<file path="config.mk">
export PLATFORM = sky130hd
export DESIGN_NAME = cgs_queue
export DESIGN_NICKNAME = d
export VERILOG_FILES = /design/src/sv/cgs_pkg.sv /design/src/sv/cgs_queue.sv
export SDC_FILE = /design/constraint.sdc
export NUM_CORES = 1
export LEC_CHECK = 0
export ABC_AREA = 1
export BUFFER_PORTS_ARGS = -buffer_cell sky130_fd_sc_hd__buf_2
export CORE_AREA = 2 2 261 263
export DETAILED_ROUTE_END_ITERATION = 6
export DIE_AREA = 0 0 263 265
export HOLD_SLACK_MARGIN = 0.03
export MAX_ROUTING_LAYER = met4
export SLEW_MARGIN = 20
export SYNTH_ARGS = -nofsm -noshare
export SYNTH_HDL_FRONTEND = slang
export SYNTH_SLANG_ARGS = --single-unit
</file>
<file path="constraint.sdc">
create_clock -name clk -period 21.6 [get_ports clk]
set_clock_uncertainty 0.15 [all_clocks]
set_input_delay 4.32 -clock clk [delete_from_list [all_inputs] [get_ports clk]]
set_output_delay 4.32 -clock clk [all_outputs]
set_load 0.005 [all_outputs]
</file>
<file path="src/sv/cgs_pkg.sv">
// ----------------------------------------------------------------------------
// cgs_pkg
// Shared types and constants for the seven-tap curve smoother.
// ----------------------------------------------------------------------------
package cgs_pkg;

  localparam int COORD_BITS = 24;
  localparam int TAPS       = 7;
  localparam int HALF_TAPS  = 3;

  localparam int WEIGHT_BITS    = 16;
  localparam int RECIP_BITS     = 18;
  localparam int CFG_DATA_BITS  = 18;
  localparam int CFG_INDEX_BITS = 3;

  localparam logic [CFG_INDEX_BITS-1:0] CFG_WEIGHT_CENTER = 3'd0;
  localparam logic [CFG_INDEX_BITS-1:0] CFG_WEIGHT_ONE    = 3'd1;
  localparam logic [CFG_INDEX_BITS-1:0] CFG_WEIGHT_TWO    = 3'd2;
  localparam logic [CFG_INDEX_BITS-1:0] CFG_WEIGHT_THREE  = 3'd3;
  localparam logic [CFG_INDEX_BITS-1:0] CFG_NORM_RECIP    = 3'd4;

  localparam logic [WEIGHT_BITS-1:0] RST_WEIGHT_CENTER = 16'd26146;
  localparam logic [WEIGHT_BITS-1:0] RST_WEIGHT_ONE    = 16'd15860;
  localparam logic [WEIGHT_BITS-1:0] RST_WEIGHT_TWO    = 16'd3539;
  localparam logic [WEIGHT_BITS-1:0] RST_WEIGHT_THREE  = 16'd291;
  localparam logic [RECIP_BITS-1:0]  RST_NORM_RECIP    = 18'd65536;

  localparam int QUEUE_DEPTH = 2;

  typedef logic signed [COORD_BITS-1:0] coord_t;

  typedef struct packed {
    coord_t point_x;
    coord_t point_y;
    logic   point_last;
  } point_t;

  typedef struct packed {
    coord_t smooth_x;
    coord_t smooth_y;
    logic   smooth_last;
  } result_t;

  // one window snapshot to be smoothed
  typedef struct packed {
    coord_t [TAPS-1:0] win_x;
    coord_t [TAPS-1:0] win_y;
    logic              last;
  } job_t;

  typedef struct packed {
    logic [WEIGHT_BITS-1:0] weight_center;
    logic [WEIGHT_BITS-1:0] weight_one_away;
    logic [WEIGHT_BITS-1:0] weight_two_away;
    logic [WEIGHT_BITS-1:0] weight_three_away;
    logic [RECIP_BITS-1:0]  norm_reciprocal;
  } cfg_t;

endpackage

</file>
<file path="src/sv/cgs_queue.sv">
// ----------------------------------------------------------------------------
// cgs_queue
// Two-entry job queue between window front and arithmetic back.
// ----------------------------------------------------------------------------
module cgs_queue (
  input  logic          clk,
  input  logic          rst,
  input  logic          push,
  input  cgs_pkg::job_t push_data,
  output logic          ready,
  output logic          valid,
  input  logic          pop,
  output cgs_pkg::job_t pop_data
);

  localparam int PTR_BITS = $clog2(cgs_pkg::QUEUE_DEPTH);
  localparam int CNT_BITS = $clog2(cgs_pkg::QUEUE_DEPTH + 1);

  cgs_pkg::job_t        mem [cgs_pkg::QUEUE_DEPTH];
  logic [PTR_BITS-1:0]  wr_ptr;
  logic [PTR_BITS-1:0]  rd_ptr;
  logic [CNT_BITS-1:0]  count;

  assign ready    = count != CNT_BITS'(cgs_pkg::QUEUE_DEPTH);
  assign valid    = count != '0;
  assign pop_data = mem[rd_ptr];

  always_ff @(posedge clk) begin
    if (push) begin
      mem[wr_ptr] <= push_data;
    end
  end

  always_ff @(posedge clk) begin
    if (rst) begin
      wr_ptr <= '0;
      rd_ptr <= '0;
      count  <= '0;
    end else begin
      if (push) begin
        wr_ptr <= (wr_ptr == PTR_BITS'(cgs_pkg::QUEUE_DEPTH - 1)) ? '0 : wr_ptr + 1'b1;
      end
      if (pop) begin
        rd_ptr <= (rd_ptr == PTR_BITS'(cgs_pkg::QUEUE_DEPTH - 1)) ? '0 : rd_ptr + 1'b1;
      end
      count <= count + CNT_BITS'(push) - CNT_BITS'(pop);
    end
  end

  a_no_overflow: assert property (@(posedge clk) disable iff (rst)
    push |-> ready)
    else $error("push into full queue");

  a_no_underflow: assert property (@(posedge clk) disable iff (rst)
    pop |-> valid)
    else $error("pop from empty queue");

endmodule

</file>
Word level (Yosys, flattened, before mapping)
Memory sizes are Yosys's and may differ from the RTL's. A register that Yosys moved wholly into a read port is not among the register bits.
Cells that the tools add are included.
{"block": "word_totals", "register_bits": 4, "ramBits": 674, "input_bits": 341, "output_inout_bits": 339, "elab_cells": 16, "mem_count": 1}
{"memory": "mem", "depth": 2, "word_bits": 337, "rd": 1, "rd_ports_with_merged_regs": 1, "write_ports": 1, "line": "cgs_queue.sv:19", "text": "cgs_pkg::job_t mem [cgs_pkg::QUEUE_DEPTH];"}
{"block": "classes", "add_sub_neg": 4, "eq_ne": 1, "muxes": 6, "reduce_logical": 1}
{"cell": "$mux 1", "n": 6}
{"cell": "$add 1x1->1 const B", "n": 2}
{"cell": "$add 2x1->2", "n": 1}
{"cell": "$ne 2x2->1 const B", "n": 1}
{"cell": "$reduce_bool 2->1", "n": 1}
{"cell": "$sub 2x1->2", "n": 1}

Longest topological paths before layout
Gate-level depths: netlist of run 1.
{"block": "logic_depth", "word_depth": 4, "ltp_mapped": 9, "ltp_nobuf": 9}

Worst setup path before layout of run 1
No wires, ideal clock.
{"block": "synth_timing", "path_type": "input -> register", "start": "input port push", "end": "memory mem[0][0] (netlist name) (enable)", "setup_time_ns": 1.052, "arrival_time_ns": 18.433, "path_slack_ns": 1.965, "cell_stages": 2, "path_cell_list": "inv_1 nor2_1"}
{"block": "synth_via", "elab_chain_len": 2}
{"item": "start, declared", "line": "cgs_queue.sv:8", "text": "input logic push,"}
{"item": "$mux 1", "line": "cgs_queue.sv:29", "text": "if (push) begin"}
{"item": "$mux 1 (not written as such)", "line": "cgs_queue.sv:30", "text": "mem[wr_ptr] <= push_data;"}
{"item": "end, declared", "line": "cgs_queue.sv:19"}
Every way passes these cells.

==> impl_metrics.json, run 1 <==
{
  "cts_tree": "yes",
  "whs_ns": 0.381,
  "setup_tns_ns": 0,
  "crit_arrival_ns": 4.68,
  "syn2layout_area_growth_pct": 24.8,
  "drt_wl_total_um": 59400,
  "cts_root_buffer": "clkbuf_16",
  "grtUsageTotal_pct": 16.8,
  "yosysTopAreaCellShare_pct": 77.2,
  "drc_errors": 0,
  "syn_inst": 1080,
  "ys.warnings.count": 0,
  "io_pins": 680,
  "drtPass1Iterations": 5,
  "htreeDepth": 3,
  "grtUsageMet1_pct": 16.9,
  "drv_cap": 0,
  "final_area_um2": 32700,
  "seq_area_frac_synth_pct": 77.6,
  "synth_largest_area_cell": "edfxtp_1",
  "path_class": "flop to output pin",
  "grt_max_degree": 161,
  "fmax_ghz": 0.109,
  "syn_avg_cell_area_um2": 24.3,
  "final_cell_mix": "buf_2, edfxtp_1, mux2_4",
  "netlist_area_um2": 26200,
  "clk_latency_ns": 0.60,
  "p_leak_uw": 0.0129,
  "synth_nets": 1423,
  "period_minus_slack_ns": 9.15,
  "grt.busiest_layer": "met2",
  "ant_nets": 0,
  "min_period_over_period_pct": 42.4,
  "hold_class": "flop to flop",
  "first_global_vias": 13500,
  "max-vdd-ir-drop_mv": 0.0758,
  "cts_setup_buffers": 0,
  "synth_seq_cells": 679,
  "grt_overflow_total": 0,
  "max_slew.worst_pin.slew_ns": 1.04,
  "routedWlPerCell_um": 21.4,
  "core_area_um2": 66800,
  "finalHoldViolations": 0,
  "cts_buffers": 73,
  "outcome": "finished, final reports clean",
  "grt_antenna_before_repair": 33,
  "vias_per_cell": 4.61,
  "dp_hpwl_um": 42000,
  "port-buffer-count": 679,
  "rows": 95,
  "rsz0062_at_grt": "no",
  "clockBufferDepth": 3,
  "fp.dieW_um": 263,
  "fp.dieArea_um2": 69700,
  "grt_use_met3_pct": 6.55,
  "routed-via-count": 12800,
  "drive_gt1_share_pct": 61.0,
  "slew_headroom_pct": 30.5,
  "cp_data_required_time_ns": 17.13,
  "place_area_um2": 30100,
  "grt_first_pass_wirelength_um": 84100,
  "regToRegSetupSlack_ns": 18.38,
  "clkSinkCount": 679,
  "place.gp.congestion": 0.867,
  "fin_nets": 2152,
  "path_max_fanout": 58,
  "rr_endpoint": "mem[0][236]$_DFFE_PP_",
  "total_power_uw": 3140,
  "grt_util_met2_pct": 28.9,
  "finalSetupViolations": 0,
  "cellPowerDensity_nw_per_um2": 96.0,
  "die_h_um": 265,
  "final_common_cell": "buf_2",
  "final_max_slew_viol_count": 0,
  "synth_cell_types": 14,
  "synth_top_cells_by_area": "edfxtp_1, mux2_4, buf_12, dfxtp_1, mux2_2",
  "drtIter0Drc": 826,
  "ctsHoldBuffers": 0,
  "rr_worst_depth": 3,
  "cts.clk_slew.worst_paths_ns": 0.06,
  "reg2reg_from": "wr_ptr$_SDFFE_PP0P_",
  "final_core_util_pct": 49.0,
  "initial_core_util_pct": 39.2,
  "crit_path_end": "pop_data[250]",
  "cp-start-kind": "flop",
  "endpoint_kind": "output pin",
  "cts_resized": 0
}
## worst min-delay path by stage
stage	cells past startpoint	end	start
after detailed placement	2	rd_ptr$_SDFFE_PP0P_	rd_ptr$_SDFFE_PP0P_
after CTS	2	rd_ptr$_SDFFE_PP0P_	rd_ptr$_SDFFE_PP0P_
after global routing	2	rd_ptr$_SDFFE_PP0P_	rd_ptr$_SDFFE_PP0P_
after floorplan	2	flop	rd_ptr$_SDFFE_PP0P_
after global placement	2	rd_ptr$_SDFFE_PP0P_	rd_ptr$_SDFFE_PP0P_
final	2	rd_ptr$_SDFFE_PP0P_	rd_ptr$_SDFFE_PP0P_
## kinds of logic after synthesis
logic type                 share of synthesized area [%]
DFF                                                 77.6
muxes                                               19.2
buffers and inverters                               2.85
and+or+nand+nor                                    0.210
adders and majority gates                         0.0954
AOI/OAI and AO/OA                                 0.0191
xor gates and xnor gates                          0.0334
## per-layer routing
metal / routed length [µm] / part of all wire [%] / vias to the layer above
met4: 1900 / 3.2 / 0
met5: 0 / 0 / -
met1: 20600 / 35 / 6368
li1: - / - / 5829
met3: 5480 / 9.2 / 122
met2: 31500 / 53 / 463
## flip-flops by register name, summed over array words and instances (netlist names), named ones only
name,count
wr_ptr,1
mem,674
count,2
rd_ptr,1
## Yosys cell counts
cell type  instances
nand3_1            1
nand2_1            6
edfxtp_1         674
inv_1              8
mux2_2             7
a21oi_1            1
buf_12            33
nor3_1             1
dfxtp_1            5
buf_6              5
xnor2_1            1
mux2_4           330
ha_1               2
nor2_1             6
## cell type report
| cell class | count | area (µm²) |
|---|---|---|
| Fill cell | 5597 | 34100 |
| Sequential cell | 679 | 20300 |
| Multi-Input combinational cell | 355 | 5130 |
| Timing Repair Buffer | 692 | 3560 |
| Clock buffer | 90 | 1920 |
| Tap cell | 873 | 1090 |
| Clock inverter | 41 | 539 |
| Antenna cell | 35 | 87.6 |
| Inverter | 8 | 37.5 |
## report_power, final
group          switching, µW  internal (µW)  total (µW)
logic                    149            175         324
clock network            504            760        1260
registers               22.3           1530        1550
## stage by stage
stage	setup WS, ns	cells
after floorplan	1.97	1080
after global placement	13.07	2605
after detailed placement	12.99	2605
after CTS	12.33	2736
after global routing	12.21	2770
final	12.45	2773
## worst max-delay path: stages (launching register included)
cell and delay [ns]:
dfxtp_4 0.82, buf_4 0.85, buf_4 0.90, buf_4 0.91
mux2_4 0.36, buf_2 0.13
(Power assumes the default switching activity.)
==> run 2: changes to the inputs <==
CORE_AREA = 2 2 267 269   (was 2 2 261 263)
DIE_AREA = 0 0 269 271   (was 0 0 263 265)
clock period = 7.5 ns   (was 21.6 ns; I/O delays follow)
==> run 2 against run 1 <==
Compared with the run above:
- final cell count rose by 1.8%
- cell area fell by 0.37%
- clock power rose to 2.7 times the previous value
- combinational power rose to 2.9 times the previous value
- setup slack got worse by 9.6 ns
- worst hold slack got worse by 0.015 ns
- register-to-register slack got worse by 13 ns
- critical path type unchanged
- highest routed layer unchanged
==> impl_metrics.json, run 2 (same netlist as run 1, synthesis figures left out) <==
{
  "endpoint_kind": "output pin",
  "routed-via-count": 12700,
  "vias_per_cell": 4.51,
  "cts_resized": 0,
  "path_max_fanout": 109,
  "port-buffer-count": 679,
  "cp-start-kind": "flop",
  "dp_hpwl_um": 42200,
  "rsz0062_at_grt": "no",
  "hold_class": "flop to flop",
  "routedWlPerCell_um": 21.4,
  "place.gp.congestion": 0.866,
  "clk_latency_ns": 0.60,
  "path_class": "flop to output pin",
  "final_cell_mix": "buf_2, edfxtp_1, mux2_4",
  "largest_reg_flops": 674,
  "outcome": "finished, final reports clean",
  "ant_nets": 0,
  "finalSetupViolations": 0,
  "drv_cap": 0,
  "postLayoutSetupSlackWorst_ns": 2.90,
  "max-vdd-ir-drop_mv": 0.236,
  "cts.clk_slew.worst_paths_ns": 0.06,
  "pre_cts_slack_ns": 3.47,
  "initial_core_util_pct": 37.6,
  "fp.dieArea_um2": 72900,
  "slew_headroom_pct": 23.9,
  "min_period_over_period_pct": 61.4,
  "htreeDepth": 3,
  "fillers": 6009,
  "place_area_um2": 30200,
  "total_power_uw": 8850,
  "regMostFlops": "mem",
  "period_minus_slack_ns": 4.60,
  "ctsHoldBuffers": 0,
  "grt_first_pass_wirelength_um": 84900,
  "syn2layout_area_growth_pct": 24.3,
  "grt_overflow_total": 0,
  "drc_errors": 0,
  "grt_max_degree": 161,
  "grtUsageTotal_pct": 16.3,
  "drtPass1Iterations": 4,
  "fin_nets": 2151,
  "drtIter0Drc": 757,
  "final_area_um2": 32600,
  "final_common_cell": "buf_2",
  "clkSinkCount": 679,
  "cellPowerDensity_nw_per_um2": 272,
  "crit_arrival_ns": 2.95,
  "top_regs": "mem x674, count x2",
  "drt_wl_total_um": 60400,
  "cts_root_buffer": "clkbuf_16",
  "setup_tns_ns": 0,
  "cts_tree": "yes",
  "fmax_ghz": 0.217,
  "whs_ns": 0.367,
  "cts_buffers": 74,
  "core_area_um2": 69800,
  "clockBufferDepth": 3,
  "io_pins": 680,
  "p_leak_uw": 0.0128,
  "first_global_vias": 13600,
  "cts_setup_buffers": 0,
  "drive_gt1_share_pct": 60.6,
  "final_max_slew_viol_count": 0,
  "rows": 97,
  "finalHoldViolations": 0,
  "fp.dieW_um": 269,
  "max_slew.worst_pin.slew_ns": 1.14,
  "grt_antenna_before_repair": 25,
  "cp_data_required_time_ns": 5.85,
  "die_h_um": 271
}
-- run 2: cell types whose count changed in the layout (fill, tap and decap cells not counted), sizes merged --
| cell | change |
|---|---|
| clkinv | +6 |
| diode | -12 |
| inv | +2 |
| bufinv | -5 |
| clkinvlp | -3 |
| buf | -2 |
| clkbuf | -2 |
-- run 2: through the flow --
| step | util [%] | std cells |
|---|---|---|
| 3_5_place_dp | 43.3 | 2672 |
| 2_1_floorplan | - | 1080 |
| 4_1_cts | 46.6 | 2801 |
| 5_1_grt | 46.7 | 2823 |
| 6_report | 46.7 | 2824 |
| 3_3_place_gp | 43.3 | 2672 |
-- run 2: final cells by class --
class	instances	area, µm²	area share, %
sequential	679	20300	62.4
multi-input combinational	355	5130	15.8
timing repair buffer	690	3560	10.9
clock buffer	88	1930	5.91
tap	940	1180	3.61
clock inverter	41	368	1.13
antenna	23	57.6	0.177
inverter	8	33.8	0.104
-- run 2: per-layer routing --
metal  vias up  part of all wire, %  track usage (%)
li1       5811                    -                -
met1      6380                   37             17.4
met2       446                   52             27.8
met3       106                  7.6             5.26
met4         0                  3.0             6.73
met5         -                    0                -
-- run 2: path summary, 6_finish.rpt --
check | start | end | slack [ns] | cells past startpoint
worst min-delay path | rd_ptr$_SDFFE_PP0P_ | flop | 0.37 | 2
worst max-delay path | flop | pop_data[336] | 2.90 | 3
worst min register to register | rd_ptr$_SDFFE_PP0P_ | flop | 0.37 | 2
worst max register to register | wr_ptr$_SDFFE_PP0P_ | mem[0][158]$_DFFE_PP_ | 5.05 | 3
-- run 2: power breakdown --
part	switching (µW)	internal, µW
clock network	1440	2010
logic	423	504
registers	70.3	4410
-- run 2: worst max-delay path: stages (launching register included) --
cell	delay, ns
dfxtp_4	1.03
buf_12	0.62
mux2_2	0.41
buf_2	0.13
