File: config.mk
export PLATFORM = sky130hd
export DESIGN_NAME = cgs_front
export DESIGN_NICKNAME = d
export VERILOG_FILES = /design/src/sv/cgs_pkg.sv /design/src/sv/cgs_front.sv
export SDC_FILE = /design/constraint.sdc
export NUM_CORES = 1
export LEC_CHECK = 0
export BUFFER_PORTS_ARGS = -buffer_cell sky130_fd_sc_hd__buf_2
export CORE_UTILIZATION = 58
export CTS_CLUSTER_SIZE = 40
export DETAILED_ROUTE_END_ITERATION = 8
export HOLD_SLACK_MARGIN = 0.02
export PLACE_DENSITY_LB_ADDON = 0.2
export SLEW_MARGIN = 20
export SYNTH_ARGS = -nofsm -noshare
export SYNTH_HDL_FRONTEND = slang
export SYNTH_SLANG_ARGS = --single-unit
export TNS_END_PERCENT = 1
File: constraint.sdc
create_clock -name clk -period 4.53 [get_ports clk]
set_input_delay 0.453 -clock clk [delete_from_list [all_inputs] [get_ports clk]]
set_output_delay 0.453 -clock clk [all_outputs]
set_load 0.02 [all_outputs]
File: src/sv/cgs_pkg.sv
// ----------------------------------------------------------------------------
// cgs_pkg
// Shared types and constants for the seven-tap curve smoother.
// ----------------------------------------------------------------------------
package cgs_pkg;

  localparam int COORD_BITS = 24;
  localparam int TAPS       = 7;
  localparam int HALF_TAPS  = 3;

  localparam int WEIGHT_BITS    = 16;
  localparam int RECIP_BITS     = 18;
  localparam int CFG_DATA_BITS  = 18;
  localparam int CFG_INDEX_BITS = 3;

  localparam logic [CFG_INDEX_BITS-1:0] CFG_WEIGHT_CENTER = 3'd0;
  localparam logic [CFG_INDEX_BITS-1:0] CFG_WEIGHT_ONE    = 3'd1;
  localparam logic [CFG_INDEX_BITS-1:0] CFG_WEIGHT_TWO    = 3'd2;
  localparam logic [CFG_INDEX_BITS-1:0] CFG_WEIGHT_THREE  = 3'd3;
  localparam logic [CFG_INDEX_BITS-1:0] CFG_NORM_RECIP    = 3'd4;

  localparam logic [WEIGHT_BITS-1:0] RST_WEIGHT_CENTER = 16'd26146;
  localparam logic [WEIGHT_BITS-1:0] RST_WEIGHT_ONE    = 16'd15860;
  localparam logic [WEIGHT_BITS-1:0] RST_WEIGHT_TWO    = 16'd3539;
  localparam logic [WEIGHT_BITS-1:0] RST_WEIGHT_THREE  = 16'd291;
  localparam logic [RECIP_BITS-1:0]  RST_NORM_RECIP    = 18'd65536;

  localparam int QUEUE_DEPTH = 2;

  typedef logic signed [COORD_BITS-1:0] coord_t;

  typedef struct packed {
    coord_t point_x;
    coord_t point_y;
    logic   point_last;
  } point_t;

  typedef struct packed {
    coord_t smooth_x;
    coord_t smooth_y;
    logic   smooth_last;
  } result_t;

  // one window snapshot to be smoothed
  typedef struct packed {
    coord_t [TAPS-1:0] win_x;
    coord_t [TAPS-1:0] win_y;
    logic              last;
  } job_t;

  typedef struct packed {
    logic [WEIGHT_BITS-1:0] weight_center;
    logic [WEIGHT_BITS-1:0] weight_one_away;
    logic [WEIGHT_BITS-1:0] weight_two_away;
    logic [WEIGHT_BITS-1:0] weight_three_away;
    logic [RECIP_BITS-1:0]  norm_reciprocal;
  } cfg_t;

endpackage

File: src/sv/cgs_front.sv
// ----------------------------------------------------------------------------
// cgs_front
// Keeps the seven-point window, handles curve start and end replication and
// hands window snapshots to the job queue.
// ----------------------------------------------------------------------------
module cgs_front (
  input  logic            clk,
  input  logic            rst,
  input  logic            in_valid,
  output logic            in_ready,
  input  cgs_pkg::point_t in_data,
  input  logic            q_ready,
  output logic            q_push,
  output cgs_pkg::job_t   q_data
);

  typedef enum logic {F_IDLE, F_FLUSH} fstate_t;

  fstate_t         state;
  logic [1:0]      seen;
  logic [1:0]      seen_keep;
  logic [1:0]      flush_step;
  cgs_pkg::coord_t wx [cgs_pkg::TAPS];
  cgs_pkg::coord_t wy [cgs_pkg::TAPS];
  cgs_pkg::coord_t wx_next [cgs_pkg::TAPS];
  cgs_pkg::coord_t wy_next [cgs_pkg::TAPS];
  logic            in_fire;
  logic            flush_go;
  logic [2:0]      flush_pos;

  assign in_ready  = (state == F_IDLE) && q_ready;
  assign in_fire   = in_valid && in_ready;
  assign flush_go  = (state == F_FLUSH) && q_ready;
  assign flush_pos = {1'b0, flush_step} + {1'b0, seen_keep};

  always_comb begin
    for (int k = 0; k < cgs_pkg::TAPS; k++) begin
      wx_next[k] = wx[k];
      wy_next[k] = wy[k];
    end
    if (in_fire && seen == 2'd0) begin
      for (int k = 0; k < cgs_pkg::TAPS; k++) begin
        wx_next[k] = in_data.point_x;
        wy_next[k] = in_data.point_y;
      end
    end else if (in_fire || flush_go) begin
      for (int k = 0; k < cgs_pkg::TAPS - 1; k++) begin
        wx_next[k] = wx[k+1];
        wy_next[k] = wy[k+1];
      end
      wx_next[cgs_pkg::TAPS-1] = in_fire ? in_data.point_x : wx[cgs_pkg::TAPS-1];
      wy_next[cgs_pkg::TAPS-1] = in_fire ? in_data.point_y : wy[cgs_pkg::TAPS-1];
    end
  end

  always_comb begin
    for (int k = 0; k < cgs_pkg::TAPS; k++) begin
      q_data.win_x[k] = wx_next[k];
      q_data.win_y[k] = wy_next[k];
    end
    q_data.last = flush_go && (flush_step == 2'd3);
    q_push = (in_fire && seen == 2'd3) || (flush_go && flush_pos >= 3'd3);
  end

  always_ff @(posedge clk) begin
    if (rst) begin
      state      <= F_IDLE;
      seen       <= 2'd0;
      seen_keep  <= 2'd0;
      flush_step <= 2'd0;
      for (int k = 0; k < cgs_pkg::TAPS; k++) begin
        wx[k] <= '0;
        wy[k] <= '0;
      end
    end else begin
      for (int k = 0; k < cgs_pkg::TAPS; k++) begin
        wx[k] <= wx_next[k];
        wy[k] <= wy_next[k];
      end
      unique case (state)
        F_IDLE: begin
          if (in_fire) begin
            if (in_data.point_last) begin
              state      <= F_FLUSH;
              seen_keep  <= seen;
              seen       <= 2'd0;
              flush_step <= 2'd1;
            end else if (seen != 2'd3) begin
              seen <= seen + 2'd1;
            end
          end
        end
        F_FLUSH: begin
          if (flush_go) begin
            flush_step <= flush_step + 2'd1;
            if (flush_step == 2'd3) begin
              state <= F_IDLE;
            end
          end
        end
        default: state <= F_IDLE;
      endcase
    end
  end

  a_last_starts_flush: assert property (@(posedge clk) disable iff (rst)
    (in_fire && in_data.point_last) |=> (state == F_FLUSH && seen == 2'd0))
    else $error("last point did not start flush");

  a_flush_ends: assert property (@(posedge clk) disable iff (rst)
    (flush_go && flush_step == 2'd3) |=> (state == F_IDLE && !q_push))
    else $error("flush did not end after three steps");

endmodule

Word level (Yosys, flattened, before mapping)
Memory sizes are Yosys's and may differ from the RTL's.
Cells that the tools add are included.

cells by class
  eq/ne operators = 6
  muxes and demuxes = 34
  reduce and logical (&&, ||, !) cells = 14
  magnitude comparators = 1
  add/sub/neg operators = 3
  bitwise logic cells = 15

operators by type and width
  kind                                                                   count
  168-bit two-way mux                                                    4
  24-bit two-way mux                                                     16
  1-bit bitwise OR                                                       14
  2-bit two-way mux                                                      5
  3-bit AND reduction                                                    3
  1-bit logical AND                                                      7
  1-bit two-way mux                                                      7
  2-bit != test, second input constant                                   3
  2-bit by 1-bit adder with 2-bit output, second input constant          2
  2-bit equality test, second input constant                             2
  2-bit case mux with 2 select lines                                     1
  2-bit by 2-bit adder with 3-bit output                                 1
  3-bit by 2-bit >= comparator with 1-bit output, second input constant  1
  2-bit logical NOT                                                      1
  1-bit logical OR                                                       2
  2-bit by 1-bit != test with 1-bit output, second input constant        1
  1-bit case mux with 2 select lines                                     1
  2-bit nonzero test                                                     1
  1-bit inverter                                                         1

storage, ports and cells
  output and inout bits = 339
  RAM bits = 336
  register bits after elaboration = 7
  memories = 2
  bits of input ports = 53
  word-level logic and storage cells = 79

memory list
  name  words  bits a word  read ports  clocked after memory_dff  wr ports  line             source
  wx    7      24           7           0                         7         cgs_front.sv:23  cgs_pkg::coord_t wx [cgs_pkg::TAPS];
  wy    7      24           7           0                         7         cgs_front.sv:24  cgs_pkg::coord_t wy [cgs_pkg::TAPS];

Depth between registers and ports, before layout
Gate-level depths: netlist (run 1).

  depth after elaboration = 7
  gate-level depth with buffers = 8
  depth with buffers taken out = 5

Worst setup path before layout (run 1)
Ideal clock, no wire load.

  kind = flip-flop to output port
  from = register seen[0]
  to = output port q_data[10] (netlist name)
  cell stages (with the launch flop) = 8
  path buffers = 2
  path slack = 2,195 ps
  arrival = 1,882 ps
  required time = 4,077 ps
  cell sequence = dfxtp_1 -> inv_1 -> ha_1 -> nand2b_1 -> a21oi_2 -> buf_2 -> buf_1 -> a221o_1

RTL lines
  what                    line             source
  start, declared         cgs_front.sv:20  logic [1:0] seen;
  start signal, assigned  cgs_front.sv:89  seen <= seen + 2'd1;
  end, declared           cgs_front.sv:14  output cgs_pkg::job_t q_data

==> results of run 1 <==
[flip-flops by register name, summed over array words and instances (netlist names)]
register    cells
wx            168
state           1
wy            168
seen_keep       2
flush_step      2
seen            2
[Yosys cell counts]
cell,instances,area (um2)
or4_1,1,7.51
o21ai_2,1,8.76
nand3_1,1,5.00
clkbuf_1,126,473
nor2b_1,50,313
or3_1,1,6.26
nand4b_1,2,17.5
a211oi_4,1,20.0
nor3b_1,28,210
dfxtp_1,343,6870
nor2_1,3,11.3
nand2b_1,1,6.26
fa_1,1,20.0
buf_4,2,15.0
a21oi_1,5,25.0
and2_0,43,269
nor3_1,1,5.00
nand3b_1,1,7.51
nor3b_2,20,250
inv_1,7,26.3
a32o_1,1,10.0
ha_1,4,50.1
mux2_2,48,541
and4b_1,1,10.0
or4b_2,1,10.0
buf_1,4,15.0
mux2i_1,2,20.0
inv_2,2,7.51
a31oi_1,1,6.26
a21oi_2,1,8.76
a221o_1,576,5770
o21ai_0,5,25.0
and2_1,5,31.3
buf_2,71,355
and3_1,1,6.26
[worst min-delay path, cell delays in order]
cell     delay, ns
buf_2         0.09
mux2_2        0.14
nor2b_1       0.11
[metrics by stage]
stage,hold WS [ns],instance area (um2)
finish,0.321,18500
floorplan,0.456,15400
global placement,0.470,17300
global route,0.320,18500
CTS,0.302,18400
detailed placement,0.476,17300
[per-layer routing]
metal / routed length (um) / share of wire, %
met5: 0 / 0
met4: 1620 / 3.6
met3: 3820 / 8.5
met2: 20900 / 47
met1: 18600 / 41
[worst min path at each step]
stage / endpoint / slack, ns / cells past startpoint
3_3_place_gp: wy[0][0]$_SDFF_PP0_ / 0.47 / 1
6_report: wx[6][17]$_SDFF_PP0_ / 0.32 / 3
4_1_cts: seen[0]$_SDFFE_PP0P_ / 0.30 / 3
3_5_place_dp: wx[0][0]$_SDFF_PP0_ / 0.48 / 1
5_1_grt: seen[0]$_SDFFE_PP0P_ / 0.32 / 3
2_1_floorplan: wx[0][0]$_SDFF_PP0_ / 0.46 / 1
[logic make-up (layout without fill, tap and decap cells)]
logic type                 count (synthesis)  in the layout  synth area share (%)
DFF                                      343            343                  44.5
and+or+nand+nor                          160            160                  7.56
adders and majority gates                  5              5                 0.454
buffers and inverters                    212            485                  5.78
AOI/OAI and AO/OA                        591            591                  38.1
muxes                                     50             50                  3.63
other                                      0              1                     0
[power breakdown]
group	internal, mW	switching (mW)	total, mW
sequential	3.18	0.166	3.35
clock	1.77	1.17	2.94
combinational	0.544	0.856	1.40
[cell type report]
class | count | area (um2)
multi-input cells | 806 | 7690
well taps | 335 | 419
fillers | 1991 | 7600
flip-flops and latches | 343 | 6870
diodes | 1 | 2.50
inverters | 9 | 33.8
clock buffers | 54 | 1050
repair buffers | 415 | 2280
clock inverters | 7 | 113
==> metrics.md, run 1 <==
| Metric | Value |
|---|---|
| Status | `finished, final reports clean` |
| Crit path DAT | `3.01 ns` |
| Commonest non-fill, non-tap cell in the layout | `a221o_1` |
| Slowest cell on crit path | `and4b_2` |
| Final setup fails | `0` |
| Initial antenna violation count | `1` |
| Final ANT Viol Nets | `0` |
| Post-Syn Area | `~15000 um2` |
| Fmax | `289 MHz` |
| Final WL | `45000 um` |
| Critical path required time | `4.08 ns` |
| Worst Setup Path Type | `reg2out` |
| Cells after Synth | `1361` |
| Area growth syn-to-layout | `19.7%` |
| Worst-Skew Late Latency | `0.51 ns` |
| Sink Count | `343` |
| Bufs on Longest Clock Path | `3` |
| Grt ovf | `0` |
| Nets | `1670` |
| CP cell instances | `inv_1 -> ha_1 -> and4b_2 -> buf_4 -> and2_0 -> a221o_1 -> buf_2` |
| RSZ-0062 raised after global routing | `false` |
| Routed vias | `14100` |
| VDD IR max | `0.349 mV` |
| GR Layer Usage met3 | `6.27%` |
| Reg-to-reg critical path endpoint | `wx[0][6]$_SDFF_PP0_` |
| Post-CTS Hold Fix Bufs | `0` |
| Max cap viols | `0` |
| Post-DR wirelength/cell | `22.8 um` |
| Num CTS Buffers | `37` |
| Overall routing resource usage | `30.6%` |
| Yosys cell types | `35` |
| R2R Setup Slk | `between 1 and 1.5 ns` |
| Levels on crit path | `7` |
| Tot Pwr | `7.69 mW` |
| Rows | `59` |
| Worst r2r path cells | `7` |
| Worst setup path end | `q_data[227]` |
| Final Worst Setup Slack | `roughly 1.1 ns` |
| Final Hold Vio Count | `0` |
| CP startpoint | `seen[0]$_SDFFE_PP0P_` |
| Height of the die | `between 150 and 200 um` |
| Worst stage delay on the critical path | `0.87 ns` |
| Slew Limit Fails | `0` |
| Fin crit share | `76.4%` |
| Layout cell share with drive strength beyond 1 | `33.1%` |
| Worst hold start | `in_data[42]` |
| Crit path max fanout | `32` |
| Synth Net Count | `1419` |
| Core Util, Final | `70.8%` |
| Leak | `approximately 8 nW` |
| Worst-Margin Slew | `1.10 ns` |
| 1st-pass router iterations | `6` |
| Sequential share of the synthesized area | `approximately 45%` |
| Final Non-Filler Cells | `1970` |
| PwrDens | `416 nW/um2` |
| H-tree depth | `2` |
| Vias in the first global route | `12200` |
| Boundary Pins | `392` |
| Placed Cells incl. Taps | `about 1900` |
| Worst r2r src | `seen[0]$_SDFFE_PP0P_` |
| Kind of start point of the critical path | `flip-flop` |
| Dpl ws | `1.23 ns` |
| Chip Width | `around 170 um` |
| Clock-pin slew on the worst setup and hold paths | `0.06 ns` |
| Fin crit period | `about 3.5 ns` |
| Synth Register Bits | `343` |
| Mean Syn Cell Area | `11.3 um2` |
| Count of yosys warnings during synthesis | `0` |
| Core Area | `26100 um2` |
| Die area | `27300 um2` |
| Routability Congestion | `0.853` |
| Root Driver | `clkbuf_16` |
| Postcts setup bufs | `0` |
| DRC viols | `0` |
| Port bufs | `391` |
| Via/cell ratio | `7.16` |
| Largest net degree at the start of global routing | `177` |
| Setup crit end kind | `output port` |
| Final Skew | `0.0176 ns` |
| First-iteration detailed-routing DRC count | `between 1500 and 2000` |
| Post-CTS resize count | `0` |
| Most frequent cells in the layout | `a221o_1, buf_2, dfxtp_1` |
| CTS tree | `yes` |
| First-pass GRT wire length | `67200 um` |
| Delay-heaviest family, CP | `simple AND/OR/NAND/NOR gates` |
| Initial Utilization | `59.2%` |
| Hold Crit Class | `in2reg` |
| Busiest grt layer | `met2` |
| Final setup TNS | `0 ns` |
| Met2 GRT Util | `roughly 50%` |
| Slew margin rel. | `26.9%` |
| Met1 GRT Util | `about two fifths` |
| WP buf/inv | `3` |
| Post-DP HPWL | `28300 um` |
Power figures use the tool's default switching activity.
==> run 2: changes to the inputs <==
--- a/config.mk
+++ b/config.mk
@@ -5,8 +5,9 @@
 export SDC_FILE = /design/constraint.sdc
 export NUM_CORES = 1
 export LEC_CHECK = 0
+export ABC_AREA = 1
 export BUFFER_PORTS_ARGS = -buffer_cell sky130_fd_sc_hd__buf_2
-export CORE_UTILIZATION = 58
+export CORE_UTILIZATION = 54
 export CTS_CLUSTER_SIZE = 40
 export DETAILED_ROUTE_END_ITERATION = 8
 export HOLD_SLACK_MARGIN = 0.02
==> constraint.sdc (replaced) <==
create_clock -name clk -period 3.4 [get_ports clk]
set_input_delay 0.34 -clock clk [delete_from_list [all_inputs] [get_ports clk]]
set_output_delay 0.34 -clock clk [all_outputs]
set_load 0.02 [all_outputs]
==> metrics.md, run 2 <==
| Metric | Value |
|---|---|
| Synth top area share | `approximately 41%` |
| Fmax | `322 MHz` |
| Sequential share of the synthesized area | `41.3%` |
| Die area | `31500 um2` |
| Most frequent cells in the layout | `nand2_1, nor2_1, buf_2` |
| Hold Crit Class | `in2reg` |
| Final ANT Viol Nets | `0` |
| Post-DR wirelength/cell | `14.2 um` |
| Placement Cell Area | `18600 um2` |
| Worst Setup Path Type | `reg2out` |
| Height of the die | `178 um` |
| Synth Register Bits | `343` |
| First-pass GRT wire length | `78500 um` |
| First-iteration detailed-routing DRC count | `around 1500` |
| Fin crit period | `3.11 ns` |
| Worst-Margin Slew | `0.931 ns` |
| Chip Width | `178 um` |
| Routed vias | `17600` |
| Overall routing resource usage | `30.9%` |
| Final instance area | `roughly 20000 um2` |
| Rows | `63` |
| Num CTS Buffers | `37` |
| Hold Slack | `0.109 ns` |
| Worst-Skew Late Latency | `0.52 ns` |
| Nets | `3158` |
| Clock-pin slew on the worst setup and hold paths | `approximately 0.06 ns` |
| Initial Utilization | `55.6%` |
| Vias in the first global route | `15900` |
| Sink Count | `343` |
| Synth area leader | `dfxtp_1` |
| Placed Cells incl. Taps | `3451` |
| Mean Syn Cell Area | `5.92 um2` |
| Kind of start point of the critical path | `flip-flop` |
| Postcts setup bufs | `0` |
| DRC viols | `0` |
| Slew margin rel. | `37.9%` |
| Worst path most repeated cell | `inv_1` |
| 1st-pass router iterations | `5` |
| Area growth syn-to-layout | `19.0%` |
| Worst hold start | `in_data[29]` |
| Post-DP HPWL | `34000 um` |
| EDFF count, synth | `0` |
| Cells after Synth | `~2800` |
| Post-CTS Hold Fix Bufs | `0` |
| Grt ovf | `0` |
| Final setup fails | `0` |
| Worst stage delay on the critical path | `around 0.49 ns` |
| PwrDens | `532 nW/um2` |
| Final Hold Vio Count | `0` |
| Slowest cell on crit path | `clkbuf_16` |
| Count of yosys warnings during synthesis | `0` |
| CP startpoint | `seen[0]$_SDFFE_PP0P_` |
| Boundary Pins | `392` |
| H-tree depth | `2` |
| Layout cell share with drive strength beyond 1 | `roughly 15%` |
| Yosys cell types | `20` |
| Critical path required time | `~3.1 ns` |
| Fin crit share | `91.4%` |
| Max cap viols | `0` |
| Status | `finished, final reports clean` |
| Cells taking the most area after synthesis | `dfxtp_1, nand2_1, nor2_1, inv_1, buf_2` |
| CTS tree | `yes` |
| Port bufs | `391` |
| Crit path DAT | `2.77 ns` |
| Post-Syn Area | `about 17000 um2` |
| Commonest non-fill, non-tap cell in the layout | `nand2_1` |
| Tot Pwr | `between 10 and 15 mW` |
| Root Driver | `clkbuf_16` |
| Top flop regs | `wx (168), wy (168)` |
| Top_reg_cell synth | `dfxtp_1` |
| Top cells by count, synth | `nand2_1, nor2_1, dfxtp_1` |
| Crit path max fanout | `160` |
| CP cell instances | `inv_1 -> ha_4 -> inv_1 -> nor2_4 -> clkbuf_16 -> nor2_1 -> nor2_1 -> inv_1 -> buf_2` |
| Via/cell ratio | `~5.0` |
| Routability Congestion | `0.905` |
| VDD IR max | `0.368 mV` |
| Worst r2r src | `seen[0]$_SDFFE_PP0P_` |
| Final setup TNS | `0 ns` |
| Bufs on Longest Clock Path | `3` |
| Largest net degree at the start of global routing | `161` |
| Setup crit end kind | `output port` |
| Leak | `12.8 nW` |
| Slew Limit Fails | `0` |
| Synth Net Count | `2871` |
| RSZ-0062 raised after global routing | `false` |
| Initial antenna violation count | `2` |
| Core Area | `30000 um2` |
| Final Non-Filler Cells | `~3500` |
| Final Skew | `between 0.01 and 0.015 ns` |
| Final WL | `50100 um` |
| Fraction of registers with async set/reset | `0%` |
| Post-CTS resize count | `0` |
| Count leader, synth | `nand2_1` |
[run 2: critical path, delay by kind of cell (launching register included)]
family / cells / cell delay [ns]
buffers and inverters: 5 / 0.96
and+or+nand+nor: 3 / 0.47
DFF: 1 / 0.34
adders and majority gates: 1 / 0.31
[run 2: routing by layer]
metal | routed length (um) | GRT usage (%) | part of all wire (%)
met5 | 0 | 0 | 0
met4 | 2440 | 16.0 | 4.9
met3 | 3830 | 6.06 | 7.6
met2 | 23600 | 51.6 | 47
met1 | 20300 | 37.7 | 40
[run 2: logic make-up (layout without fill, tap and decap cells)]
group	after synthesis	after routing	share of synthesized area, %
simple gates	1936	1936	44.9
buf+inv	464	775	11.4
flops	343	343	41.3
compound gates	65	65	1.97
fa+ha+maj	5	5	0.421
other cells	0	2	0
[run 2: where the power goes]
part           internal, mW  leakage (nW)  switching [mW]
combinational         0.629          9.38            1.59
clock                  2.36         0.585            1.61
sequential             4.25          2.80           0.113
[run 2: path summary, 6_finish.rpt]
path                         endpoint  slack, ns  cells after the start
setup / recovery          q_data[105]       0.29                      9
hold / removal    wx[6][4]$_SDFF_PP0_       0.11                      3
setup reg to reg  wy[3][4]$_SDFF_PP0_       1.18                      8
hold reg to reg   wy[6][3]$_SDFF_PP0_       0.49                      2
[run 2: metrics by stage]
stage / setup WS (ns) / utilization [%]
2_1_floorplan: 1.49 / -
3_3_place_gp: 0.815 / 62.1
5_1_grt: 0.118 / 66.2
3_5_place_dp: 0.736 / 62.1
4_1_cts: 0.169 / 66.1
6_report: 0.294 / 66.2
[run 2: cell type report]
type                    count  area [um2]
repair buffers            407        2220
clock buffers              54        1080
flip-flops and latches    343        6870
inverters                 305        1140
fillers                  2882       10100
multi-input cells        2006        7910
clock inverters             9         103
well taps                 390         488
diodes                      2        5.00
